**config.mk**
```make
export PLATFORM = sky130hd
export DESIGN_NAME = rau_div
export DESIGN_NICKNAME = d
export VERILOG_FILES = /design/src/sv/rational_arithmetic_unit_top_macros.svh /design/src/sv/rau_pkg.sv /design/src/sv/rau_div.sv
export SDC_FILE = /design/constraint.sdc
export NUM_CORES = 1
export LEC_CHECK = 0
export BUFFER_PORTS_ARGS = -buffer_cell sky130_fd_sc_hd__buf_4
export CAP_MARGIN = 20
export CORE_ASPECT_RATIO = 0.9
export CORE_UTILIZATION = 40
export CTS_BUF_LIST = sky130_fd_sc_hd__clkbuf_8
export DETAILED_ROUTE_END_ITERATION = 8
export HOLD_SLACK_MARGIN = 0.03
export PLACE_DENSITY = 0.65
export SLEW_MARGIN = 20
export SYNTH_ARGS = -nofsm -noshare
export SYNTH_HDL_FRONTEND = slang
export SYNTH_SLANG_ARGS = --single-unit
```
**constraint.sdc**
```tcl
create_clock -name clk_i -period 3.8 [get_ports clk_i]
set_clock_uncertainty 0.05 [all_clocks]
set_input_delay 1.14 -clock clk_i [delete_from_list [all_inputs] [get_ports clk_i]]
set_output_delay 1.14 -clock clk_i [all_outputs]
set_load 0.01 [all_outputs]
```
**src/sv/rational_arithmetic_unit_top_macros.svh**
```systemverilog
// Assertion macros shared by the rational arithmetic unit.
// RAU_ASSERT checks a property while reset is released.
// RAU_ASSERT_ALWAYS checks a property at every clock edge.
`ifndef RATIONAL_ARITHMETIC_UNIT_TOP_MACROS_SVH
`define RATIONAL_ARITHMETIC_UNIT_TOP_MACROS_SVH

`ifndef ASSERT_OFF
`define RAU_ASSERT(name, clk, rstn, prop, msg) \
  name: assert property (@(posedge clk) disable iff (!rstn) prop) else $error(msg);
`define RAU_ASSERT_ALWAYS(name, clk, prop, msg) \
  name: assert property (@(posedge clk) prop) else $error(msg);
`else
`define RAU_ASSERT(name, clk, rstn, prop, msg)
`define RAU_ASSERT_ALWAYS(name, clk, prop, msg)
`endif

`endif

```
**src/sv/rau_pkg.sv**
```systemverilog
`timescale 1ns / 1ps

package rau_pkg;

  // Default operand width.
  localparam int unsigned RAU_OPERAND_WIDTH = 32;

  // Width of the internal products and of the GCD and divider datapaths.
  localparam int unsigned RAU_WORD_W = 64;

  // Width of one multiplier operand: the widest operand plus a sign bit.
  localparam int unsigned RAU_MUL_W = 33;

  // Operation codes.
  localparam logic [2:0] FUNC_ADD = 3'd0;
  localparam logic [2:0] FUNC_SUB = 3'd1;
  localparam logic [2:0] FUNC_MUL = 3'd2;
  localparam logic [2:0] FUNC_DIV = 3'd3;
  localparam logic [2:0] FUNC_CMP = 3'd4;

  // Status of an iterative unit.
  typedef struct packed {
    logic busy;
    logic done;
  } rau_unit_sts_t;

endpackage

```
**src/sv/rau_div.sv**
```systemverilog
`timescale 1ns / 1ps

module rau_div (
  input  logic                               clk_i,
  input  logic                               rst_ni,
  input  logic                               start_i,
  input  logic [rau_pkg::RAU_WORD_W-1:0]     dividend_i,
  input  logic [rau_pkg::RAU_WORD_W-1:0]     divisor_i,
  output rau_pkg::rau_unit_sts_t             sts_o,
  output logic [rau_pkg::RAU_WORD_W-1:0]     quotient_o
);
  import rau_pkg::*;

  localparam int unsigned CW = $clog2(RAU_WORD_W);

  logic                  busy_q, busy_d;
  logic                  done_q, done_d;
  logic [CW-1:0]         cnt_q, cnt_d;
  logic [RAU_WORD_W-1:0] rem_q, rem_d;
  logic [RAU_WORD_W-1:0] quo_q, quo_d;
  logic [RAU_WORD_W-1:0] dsr_q, dsr_d;
  logic [RAU_WORD_W-1:0] rem_sh;
  logic                  fits;

  // Restoring division, one quotient bit per cycle.
  assign rem_sh = {rem_q[RAU_WORD_W-2:0], quo_q[RAU_WORD_W-1]};
  assign fits   = (rem_sh >= dsr_q);

  always_comb begin
    busy_d = busy_q;
    done_d = 1'b0;
    cnt_d  = cnt_q;
    rem_d  = rem_q;
    quo_d  = quo_q;
    dsr_d  = dsr_q;
    if (start_i) begin
      busy_d = 1'b1;
      cnt_d  = '0;
      rem_d  = '0;
      quo_d  = dividend_i;
      dsr_d  = divisor_i;
    end else if (busy_q) begin
      rem_d = fits ? (rem_sh - dsr_q) : rem_sh;
      quo_d = {quo_q[RAU_WORD_W-2:0], fits};
      cnt_d = cnt_q + CW'(1);
      if (cnt_q == CW'(RAU_WORD_W - 1)) begin
        busy_d = 1'b0;
        done_d = 1'b1;
      end
    end
  end

  // Control state.
  always_ff @(posedge clk_i or negedge rst_ni) begin
    if (!rst_ni) begin
      busy_q <= 1'b0;
      done_q <= 1'b0;
      cnt_q  <= '0;
    end else begin
      busy_q <= busy_d;
      done_q <= done_d;
      cnt_q  <= cnt_d;
    end
  end

  // Datapath registers.
  always_ff @(posedge clk_i) begin
    rem_q <= rem_d;
    quo_q <= quo_d;
    dsr_q <= dsr_d;
  end

  assign sts_o.busy = busy_q;
  assign sts_o.done = done_q;
  assign quotient_o = quo_q;

endmodule

```
==> reports/metrics.yaml <==
die_w_um: 185
synth_cell_type_count: 84
fmax_mhz: 279
first_iter_violations: 757
synthTopCellsByArea: "edfxtp_1 (32%), dfxtp_1 (10%), ha_1 (6.8%)"
core_area_mm2: 0.0292
track_usage_pct: 20.7
clock_latency_ps: 500
synth_edf_count: 128
ys_ff_latch: 199
fillers: 2788
row_count: 59
clkTransAtPathRegs_ps: 120
synth_common_cells: "nand2_1 (145), edfxtp_1 (128), nor2_1 (103), a21oi_1 (100), inv_1 (86)"
reg2regPathDepth: 12
drcViolationCount: 0
drive_gt1_share_pct: 24.5
via_per_inst: 5.43
period_needed_ps: 3580
cts_root_buf: "clkbuf_8"
critPathTopFamily: "simple AND/OR/NAND/NOR gates"
critical_path_class: "flip-flop to flip-flop"
cts_tree: "yes"
ios: 197
critPathCaptureType: "flip-flop"
antennaDiodeCount: 0
h-tree-depth: 4
worst_hold_slack_ps: 382
synth_top_area_share_pct: 32.0
grt_use_met1_pct: 28.5
cts_buffers: 17
fin_crit_sh_pct: 94.3
critical_path_required_ps: 4160
dp_hpwl_um: 23100
synth_warnings: 0
gr-usage-met3_pct: 6.18
synth_area_mm2: 0.0120
critical-path-slowest-cell: "or3_1"
worst-path-max-fanout: 32
initial_utilization_pct: 41.1
crit_arrival_ps: 3940
setup_viol_count_final: 0
rrSetupSlack_ps: 220
crit_buf_inv: 3
p_leak_nw: 6.14
syn-num-nets: 1436
cp.depth: 12
hold_viol_final: 0
maxSlewHeadroom_pct: 51.3
clk_path_buf_depth: 2
outcome: "finished, final reports clean"
seq_area_frac_synth_pct: 44.2
via_count: 9900
critPathMaxStageDelay_ps: 450
maxCapViolations: 0
yosys.cell_count.top_type: "nand2_1"
synthCells: 1239
areaGrowthSynthToFinish_pct: 19.0
use_met2_pct: 31.6
cpMostUsedCell: "or3_1"
place_congestion: 0.890
crit_chain: "inv_1, ha_1, and3_1, nand2_1, or3_1, or3_1, a211oi_2, buf_4, nor2_4, buf_12, or3b_1, a311oi_1"
crit_path_start_kind: "flip-flop"
antenna_found_initial: 0
pwr_density_cell_mw_per_mm2: 419
rsz0062_at_grt: "true"
fin_setup_tns_ps: 0
portBuffers: 196
cts.sink_count: 199
ant_nets: 0
ir_worst_vdd_mv: 0.245
drv_slew: 0
avgSynthCellArea_um2: 9.70
grt_pass1_wl_um: 50200
worstMarginPinSlew_ps: 730
fin_nets: 1610
yosys.area.top_type: "edfxtp_1"
hold_path_class: "input pin to async pin"
wl_um: 31500
ys.flop_type: "edfxtp_1"
grt_max_degree: 118
overflow: 0
chipHeight_um: 166
grt_busiest_layer: "met2"
die_area_mm2: 0.0307
wire_per_inst_um: 17.3
cts_hold_buf: 0
first_pass_iters: 5
grt_pass1_vias: 9691
async_flop_share_pct: 4.02
-- routing by layer --
layer	wire length (um)	share of wire (%)
met2	13800	44
met5	0	0
met1	14600	46
met4	425	1.3
met3	2620	8.3
-- worst paths after layout --
kind,start,endpoint
min reg2reg,rem_q[28]$_SDFFE_PP0P_,rem_q[29]$_SDFFE_PP0P_
max in group asynchronous,rst_ni,busy_q$_DFF_PN0_
min,rst_ni,done_q$_DFF_PN0_
max,dsr_q[56]$_DFFE_PP_,rem_q[44]$_SDFFE_PP0P_
max reg2reg,dsr_q[56]$_DFFE_PP_,rem_q[44]$_SDFFE_PP0P_
min in group clk_i,rem_q[28]$_SDFFE_PP0P_,rem_q[29]$_SDFFE_PP0P_
-- flip-flops by register name (all words and copies together) (netlist names) --
signal	flops
busy_q	1
quotient_o	64
done_q	1
cnt_q	6
rem_q	63
dsr_q	64
-- kinds of logic (layout without fill, tap and decap cells) --
logic type	Yosys count	in the layout	share of synthesized area, %
adders and majority gates	66	66	6.94
xor gates and xnor gates	44	44	3.21
muxes	71	71	6.63
AOI/OAI and AO/OA	332	332	19.5
DFF	199	199	44.2
and+or+nand+nor	366	367	13.7
buffers and inverters	161	347	5.86
-- per-stage QoR --
stage / setup WS [ps] / power, mW / instance area [um^2] / std cells / utilization, %
floorplan: 478 / 4.03 / 12000 / 1239 / -
global placement: 200 / 4.63 / 13900 / 1786 / 47.5
detailed placement: 142 / 4.65 / 13900 / 1786 / 47.5
CTS: 81.2 / 6.00 / 14300 / 1818 / 48.8
global route: -18.8 / 6.33 / 14300 / 1822 / 48.9
finish: 217 / 5.98 / 14300 / 1822 / 48.9
-- report_power, final --
group	internal (mW)	switching [mW]
registers	2.55	0.149
clock network	0.479	0.866
logic	0.862	1.08
-- cells in the final DEF, fill, tap and decap left out, types with 5 or more instances in the layout --
| master | count |
|---|---|
| o21bai_1 | 19 |
| a21o_1 | 31 |
| and3_1 | 9 |
| nand4_1 | 28 |
| inv_1 | 86 |
| nor2b_1 | 8 |
| a211oi_1 | 12 |
| xor2_1 | 20 |
| o21ai_1 | 6 |
| dfrtp_1 | 7 |
| o22ai_1 | 6 |
| edfxtp_1 | 128 |
| or3_1 | 11 |
| nand2_1 | 144 |
| mux2_2 | 65 |
| clkbuf_8 | 17 |
| mux2i_1 | 5 |
| buf_4 | 223 |
| ha_1 | 65 |
| nor2_1 | 102 |
| inv_8 | 5 |
| o21ai_0 | 42 |
| a21oi_1 | 98 |
| nand3_1 | 21 |
| dfxtp_1 | 63 |
| xnor2_1 | 24 |
| a311oi_1 | 42 |
| o21a_1 | 13 |
| a31oi_1 | 5 |
| nor3_1 | 15 |
-- layout make-up --
cell class                 instances  area [um^2]  area share (%)
clock buffer                      17          234            1.64
multi-input combinational        880         6030            42.2
sequential                       199         5310            37.1
inverter                          87          327            2.28
timing repair buffer             228         1770            12.4
tap                              396          495            3.47
clock inverter                    15          133           0.928
-- what timing repair did --
item	CTS	global route
gates resized for setup	0	5
setup endpoints to repair	0	29
setup buffers	0	3
No activity file was read; power rests on OpenSTA's default activity.
