### src/sv/rational_arithmetic_unit_top_macros.svh
// Assertion macros shared by the rational arithmetic unit.
// RAU_ASSERT checks a property while reset is released.
// RAU_ASSERT_ALWAYS checks a property at every clock edge.
`ifndef RATIONAL_ARITHMETIC_UNIT_TOP_MACROS_SVH
`define RATIONAL_ARITHMETIC_UNIT_TOP_MACROS_SVH

`ifndef ASSERT_OFF
`define RAU_ASSERT(name, clk, rstn, prop, msg) \
  name: assert property (@(posedge clk) disable iff (!rstn) prop) else $error(msg);
`define RAU_ASSERT_ALWAYS(name, clk, prop, msg) \
  name: assert property (@(posedge clk) prop) else $error(msg);
`else
`define RAU_ASSERT(name, clk, rstn, prop, msg)
`define RAU_ASSERT_ALWAYS(name, clk, prop, msg)
`endif

`endif

### src/sv/rau_pkg.sv
`timescale 1ns / 1ps

package rau_pkg;

  // Default operand width.
  localparam int unsigned RAU_OPERAND_WIDTH = 32;

  // Width of the internal products and of the GCD and divider datapaths.
  localparam int unsigned RAU_WORD_W = 64;

  // Width of one multiplier operand: the widest operand plus a sign bit.
  localparam int unsigned RAU_MUL_W = 33;

  // Operation codes.
  localparam logic [2:0] FUNC_ADD = 3'd0;
  localparam logic [2:0] FUNC_SUB = 3'd1;
  localparam logic [2:0] FUNC_MUL = 3'd2;
  localparam logic [2:0] FUNC_DIV = 3'd3;
  localparam logic [2:0] FUNC_CMP = 3'd4;

  // Status of an iterative unit.
  typedef struct packed {
    logic busy;
    logic done;
  } rau_unit_sts_t;

endpackage

### src/sv/rau_gcd.sv
`timescale 1ns / 1ps

module rau_gcd (
  input  logic                               clk_i,
  input  logic                               rst_ni,
  input  logic                               start_i,
  input  logic [rau_pkg::RAU_WORD_W-1:0]     x_i,
  input  logic [rau_pkg::RAU_WORD_W-1:0]     y_i,
  output rau_pkg::rau_unit_sts_t             sts_o,
  output logic [rau_pkg::RAU_WORD_W-1:0]     g_o
);
  import rau_pkg::*;

  localparam int unsigned KW = $clog2(RAU_WORD_W) + 1;

  logic                  busy_q, busy_d;
  logic                  done_q, done_d;
  logic [RAU_WORD_W-1:0] x_q, x_d;
  logic [RAU_WORD_W-1:0] y_q, y_d;
  logic [KW-1:0]         k_q, k_d;
  logic [RAU_WORD_W-1:0] g_q, g_d;
  logic [RAU_WORD_W-1:0] diff_xy, diff_yx;
  logic                  x_ge_y;

  // One binary GCD step per cycle, with a subtractor for each order of the operands.
  assign x_ge_y  = (x_q >= y_q);
  assign diff_xy = x_q - y_q;
  assign diff_yx = y_q - x_q;

  always_comb begin
    busy_d = busy_q;
    done_d = 1'b0;
    x_d    = x_q;
    y_d    = y_q;
    k_d    = k_q;
    g_d    = g_q;
    if (start_i) begin
      busy_d = 1'b1;
      x_d    = x_i;
      y_d    = y_i;
      k_d    = '0;
    end else if (busy_q) begin
      if ((x_q == '0) || (y_q == '0)) begin
        g_d    = (x_q | y_q) << k_q;
        busy_d = 1'b0;
        done_d = 1'b1;
      end else begin
        case ({x_q[0], y_q[0]})
          2'b00: begin
            x_d = x_q >> 1;
            y_d = y_q >> 1;
            k_d = k_q + KW'(1);
          end
          2'b01: begin
            x_d = x_q >> 1;
          end
          2'b10: begin
            y_d = y_q >> 1;
          end
          default: begin
            if (x_ge_y) begin
              x_d = diff_xy >> 1;
            end else begin
              y_d = diff_yx >> 1;
            end
          end
        endcase
      end
    end
  end

  // Control state.
  always_ff @(posedge clk_i or negedge rst_ni) begin
    if (!rst_ni) begin
      busy_q <= 1'b0;
      done_q <= 1'b0;
    end else begin
      busy_q <= busy_d;
      done_q <= done_d;
    end
  end

  // Datapath registers.
  always_ff @(posedge clk_i) begin
    x_q <= x_d;
    y_q <= y_d;
    k_q <= k_d;
    g_q <= g_d;
  end

  assign sts_o.busy = busy_q;
  assign sts_o.done = done_q;
  assign g_o        = g_q;

endmodule

### config.mk
export PLATFORM = sky130hd
export DESIGN_NAME = rau_gcd
export DESIGN_NICKNAME = d
export VERILOG_FILES = /design/src/sv/rational_arithmetic_unit_top_macros.svh /design/src/sv/rau_pkg.sv /design/src/sv/rau_gcd.sv
export SDC_FILE = /design/constraint.sdc
export NUM_CORES = 1
export LEC_CHECK = 0
export BUFFER_PORTS_ARGS = -buffer_cell sky130_fd_sc_hd__buf_2
export CORE_MARGIN = 3
export CORE_UTILIZATION = 45
export DETAILED_ROUTE_END_ITERATION = 16
export GPL_ROUTABILITY_DRIVEN = 0
export PLACE_DENSITY_LB_ADDON = 0.1
export SLEW_MARGIN = 20
export SYNTH_ARGS = -nofsm -noshare
export SYNTH_HDL_FRONTEND = slang
export SYNTH_SLANG_ARGS = --single-unit
### constraint.sdc
create_clock -name clk_i -period 17.2 [get_ports clk_i]
set_clock_uncertainty 0.05 [all_clocks]
set_input_delay 3.44 -clock clk_i [delete_from_list [all_inputs] [get_ports clk_i]]
set_output_delay 3.44 -clock clk_i [all_outputs]
set_load 0.005 [all_outputs]
==> flow_metrics.py <==
metrics = {
    "clock_tree": {
        "clkLatencyLatePin_ns": 0.58,
        "root_buffer": "clkbuf_16",
        "clockBufferDepth": 3,
        "hold_buffers": 0,
        "htree_levels": 1,
        "numClockSinks": 201,
        "cts_tree": "built",
        "clk_pin_slew_ns": 0.06,
        "cts_buffers": 25,
        "post-cts-setup-buffers": 0,
        "cts_repair_resize_count": 0,
    },
    "drt": {
        "ant_nets": 0,
        "dr_total_vias": 21700,
        "viasPerCell": 6.36,
        "dr.first_iter.drc_count": 2683,
        "drc_errors": 0,
        "drt_wl_total_um": 85200,
        "dr.pass1.iters": 6,
        "routedWlPerCell_um": 24.9,
    },
    "final_layout": {
        "drive_above_1_share_pct": 13.3,
        "seqCellArea_um2": 5960,
        "multi_input_area_um2": 14500,
        "nFillCells": 4656,
        "fin_util_pct": 49.8,
        "stdcell_area_um2": 23900,
        "layout.nets": 3110,
        "syn2layout_area_growth_pct": 9.09,
    },
    "worst_setup_path": {
        "crit_required_ns": 17.34,
        "r2r-start": "x_q[0]",
        "path_class": "input pin to flip-flop",
        "r2r_setup_slack_ns": 11.68,
        "crit_fanout": 117,
        "reg2reg_depth": 15,
        "worst_path_largest_cell_delay_ns": 0.83,
        "crit_chain": "clkbuf_8 -> buf_4 -> nor2_1 -> a21oi_4 -> buf_4",
        "critPathLaunchType": "input pin",
        "worstPathArrival_ns": 6.81,
        "end_kind": "flip-flop",
        "cp_common_cell": "buf_4",
        "slowest_stage": "buf_4",
        "rr_endpoint": "y_q[49]",
    },
    "global_route": {
        "antenna_found_initial": 1,
        "grt_pass1_vias": 20500,
        "grt_start_max_net_pins": 118,
        "grt_pass1_wl_um": 126000,
        "overflow": 0,
        "track_usage_pct": 32.2,
    },
    "placed_design": {
        "numPortBuffers": 196,
        "place_ws_ns": 10.07,
        "dpl_cell_area_um2": 23100,
        "place_hpwl_um": 67600,
    },
    "timing": {
        "hold_viol": 0,
        "period_share_pct": 38.8,
        "period_needed_ns": 6.67,
        "tns_ns": 0,
        "fmax_mhz": 150,
        "relSlewSlack_pct": 10.5,
        "setup_slack_ns": 10.53,
        "grt_setup_unrepaired": "false",
        "tightest_slew_ns": 1.33,
        "drv_slew": 0,
        "setup_viol": 0,
    },
    "die": {
        "placementRows": 80,
        "fp.coreArea_um2": 47900,
        "dieHeight_um": 227,
        "io_pins": 197,
        "fp.dieArea_um2": 51400,
        "die_w_um": 227,
        "initial_core_util_pct": 45.7,
    },
    "min_path": {
        "min_from": "busy_q",
        "holdPathEnd": "done_q",
        "hold_path_depth": 1,
        "min-delay-path-class": "flip-flop to flip-flop",
    },
    "job": {
        "maxCapViolations": 0,
    },
    "synthesis": {
        "synth.top_cell.area_share_pct": 26.3,
        "syn-num-nets": 3040,
        "syn_area_um2": 21900,
        "synth_cells": 2715,
        "yosys.area.top_type": "edfxtp_1",
        "synth-edff-count": 192,
        "synth.most_common_cell": "nand2_1",
        "ys_ff_latch": 201,
        "syn_area_per_cell_um2": 8.07,
        "ys_types": 98,
        "synth_warnings": 0,
        "synth_ff_type": "edfxtp_1",
        "yosysSeqAreaShare_pct": 27.2,
        "netlist_top_cells_area": "edfxtp_1 (26%), ha_1 (11%), a21oi_1 (6.3%)",
        "synth_common_cells": "nand2_1 (346), a21oi_1 (277), nor2_1 (270)",
        "async_flop_share_pct": 0.995,
    },
    "status": {
        "status": "completed",
    },
}
state kept, by name (all words and copies together) (netlist names):
name	flops
busy_q	1
done_q	1
g_o	64
k_q	7
x_q	64
y_q	64
per-layer routing:
layer / vias to the layer above / global-route usage [%] / routed length [um]
met4: 2 / 17.3 / 5530
met2: 1261 / 48.7 / 36400
met3: 254 / 6.63 / 8730
met5: - / 0 / 13
li1: 9946 / - / -
met1: 10300 / 43.3 / 34600
critical path, delay by kind of cell:
kind / cells / cell delay, ns
buf+inv: 3 / 1.95
simple gates: 1 / 0.42
compound gates: 1 / 0.80
worst max path at each step:
stage	startpoint	endpoint	slack [ns]	depth (start not counted)
global route	start_i	x_q[40]	10.38	5
global placement	start_i	x_q[30]	10.17	5
CTS	start_i	x_q[40]	10.68	5
finish	start_i	x_q[50]	10.53	5
detailed placement	start_i	x_q[35]	10.07	5
floorplan	start_i	x_q[0]	9.18	5
final cells by class:
class / count / share of cell area [%]
well taps: 615 / 3.22
repair buffers: 217 / 4.80
diodes: 1 / 0.0105
inverters: 205 / 3.22
flip-flops and latches: 201 / 25.0
multi-input cells: 2135 / 60.5
clock inverters: 14 / 0.555
clock buffers: 30 / 2.70
stage by stage:
step	instances	hold WS (ns)
after floorplan	2715	0.466
after global placement	3373	0.590
after detailed placement	3373	0.579
after CTS	3417	0.592
after global routing	3417	0.610
final	3418	0.610
cell usage in the layout, fill, tap and decap left out, types with 15 or more instances in the layout:
| master | n |
|---|---|
| nand2_1 | 346 |
| a21oi_1 | 276 |
| nor2_1 | 268 |
| inv_1 | 195 |
| buf_2 | 195 |
| ha_1 | 192 |
| edfxtp_1 | 192 |
| o21ai_0 | 189 |
| xnor2_1 | 105 |
| mux2i_1 | 70 |
| nor3_1 | 69 |
| nor4_1 | 67 |
| mux4_2 | 50 |
| nor2b_1 | 44 |
| o31ai_1 | 41 |
| o21bai_1 | 30 |
| nand4_1 | 27 |
| nand3_1 | 25 |
| clkbuf_16 | 25 |
| a211oi_1 | 23 |
| buf_4 | 21 |
| a31oi_1 | 19 |
| o221ai_1 | 17 |
| o31a_1 | 16 |
| or3_1 | 16 |
| o21ai_1 | 16 |
| and2_1 | 15 |
cells by family (layout without fill, tap and decap cells):
logic type / Yosys count / in the layout / share of synthesized area (%)
muxes: 128 / 128 / 8.75
xor gates and xnor gates: 108 / 108 / 4.32
other: 0 / 1 / 0
AOI/OAI and AO/OA: 768 / 768 / 22.0
adders and majority gates: 194 / 194 / 11.1
buffers and inverters: 379 / 466 / 6.92
and+or+nand+nor: 937 / 937 / 19.7
DFF: 201 / 201 / 27.2
Power is left out: the tool's default activity adds up to more than one toggle a clock period on the data nets, which glitch-free logic cannot reach.
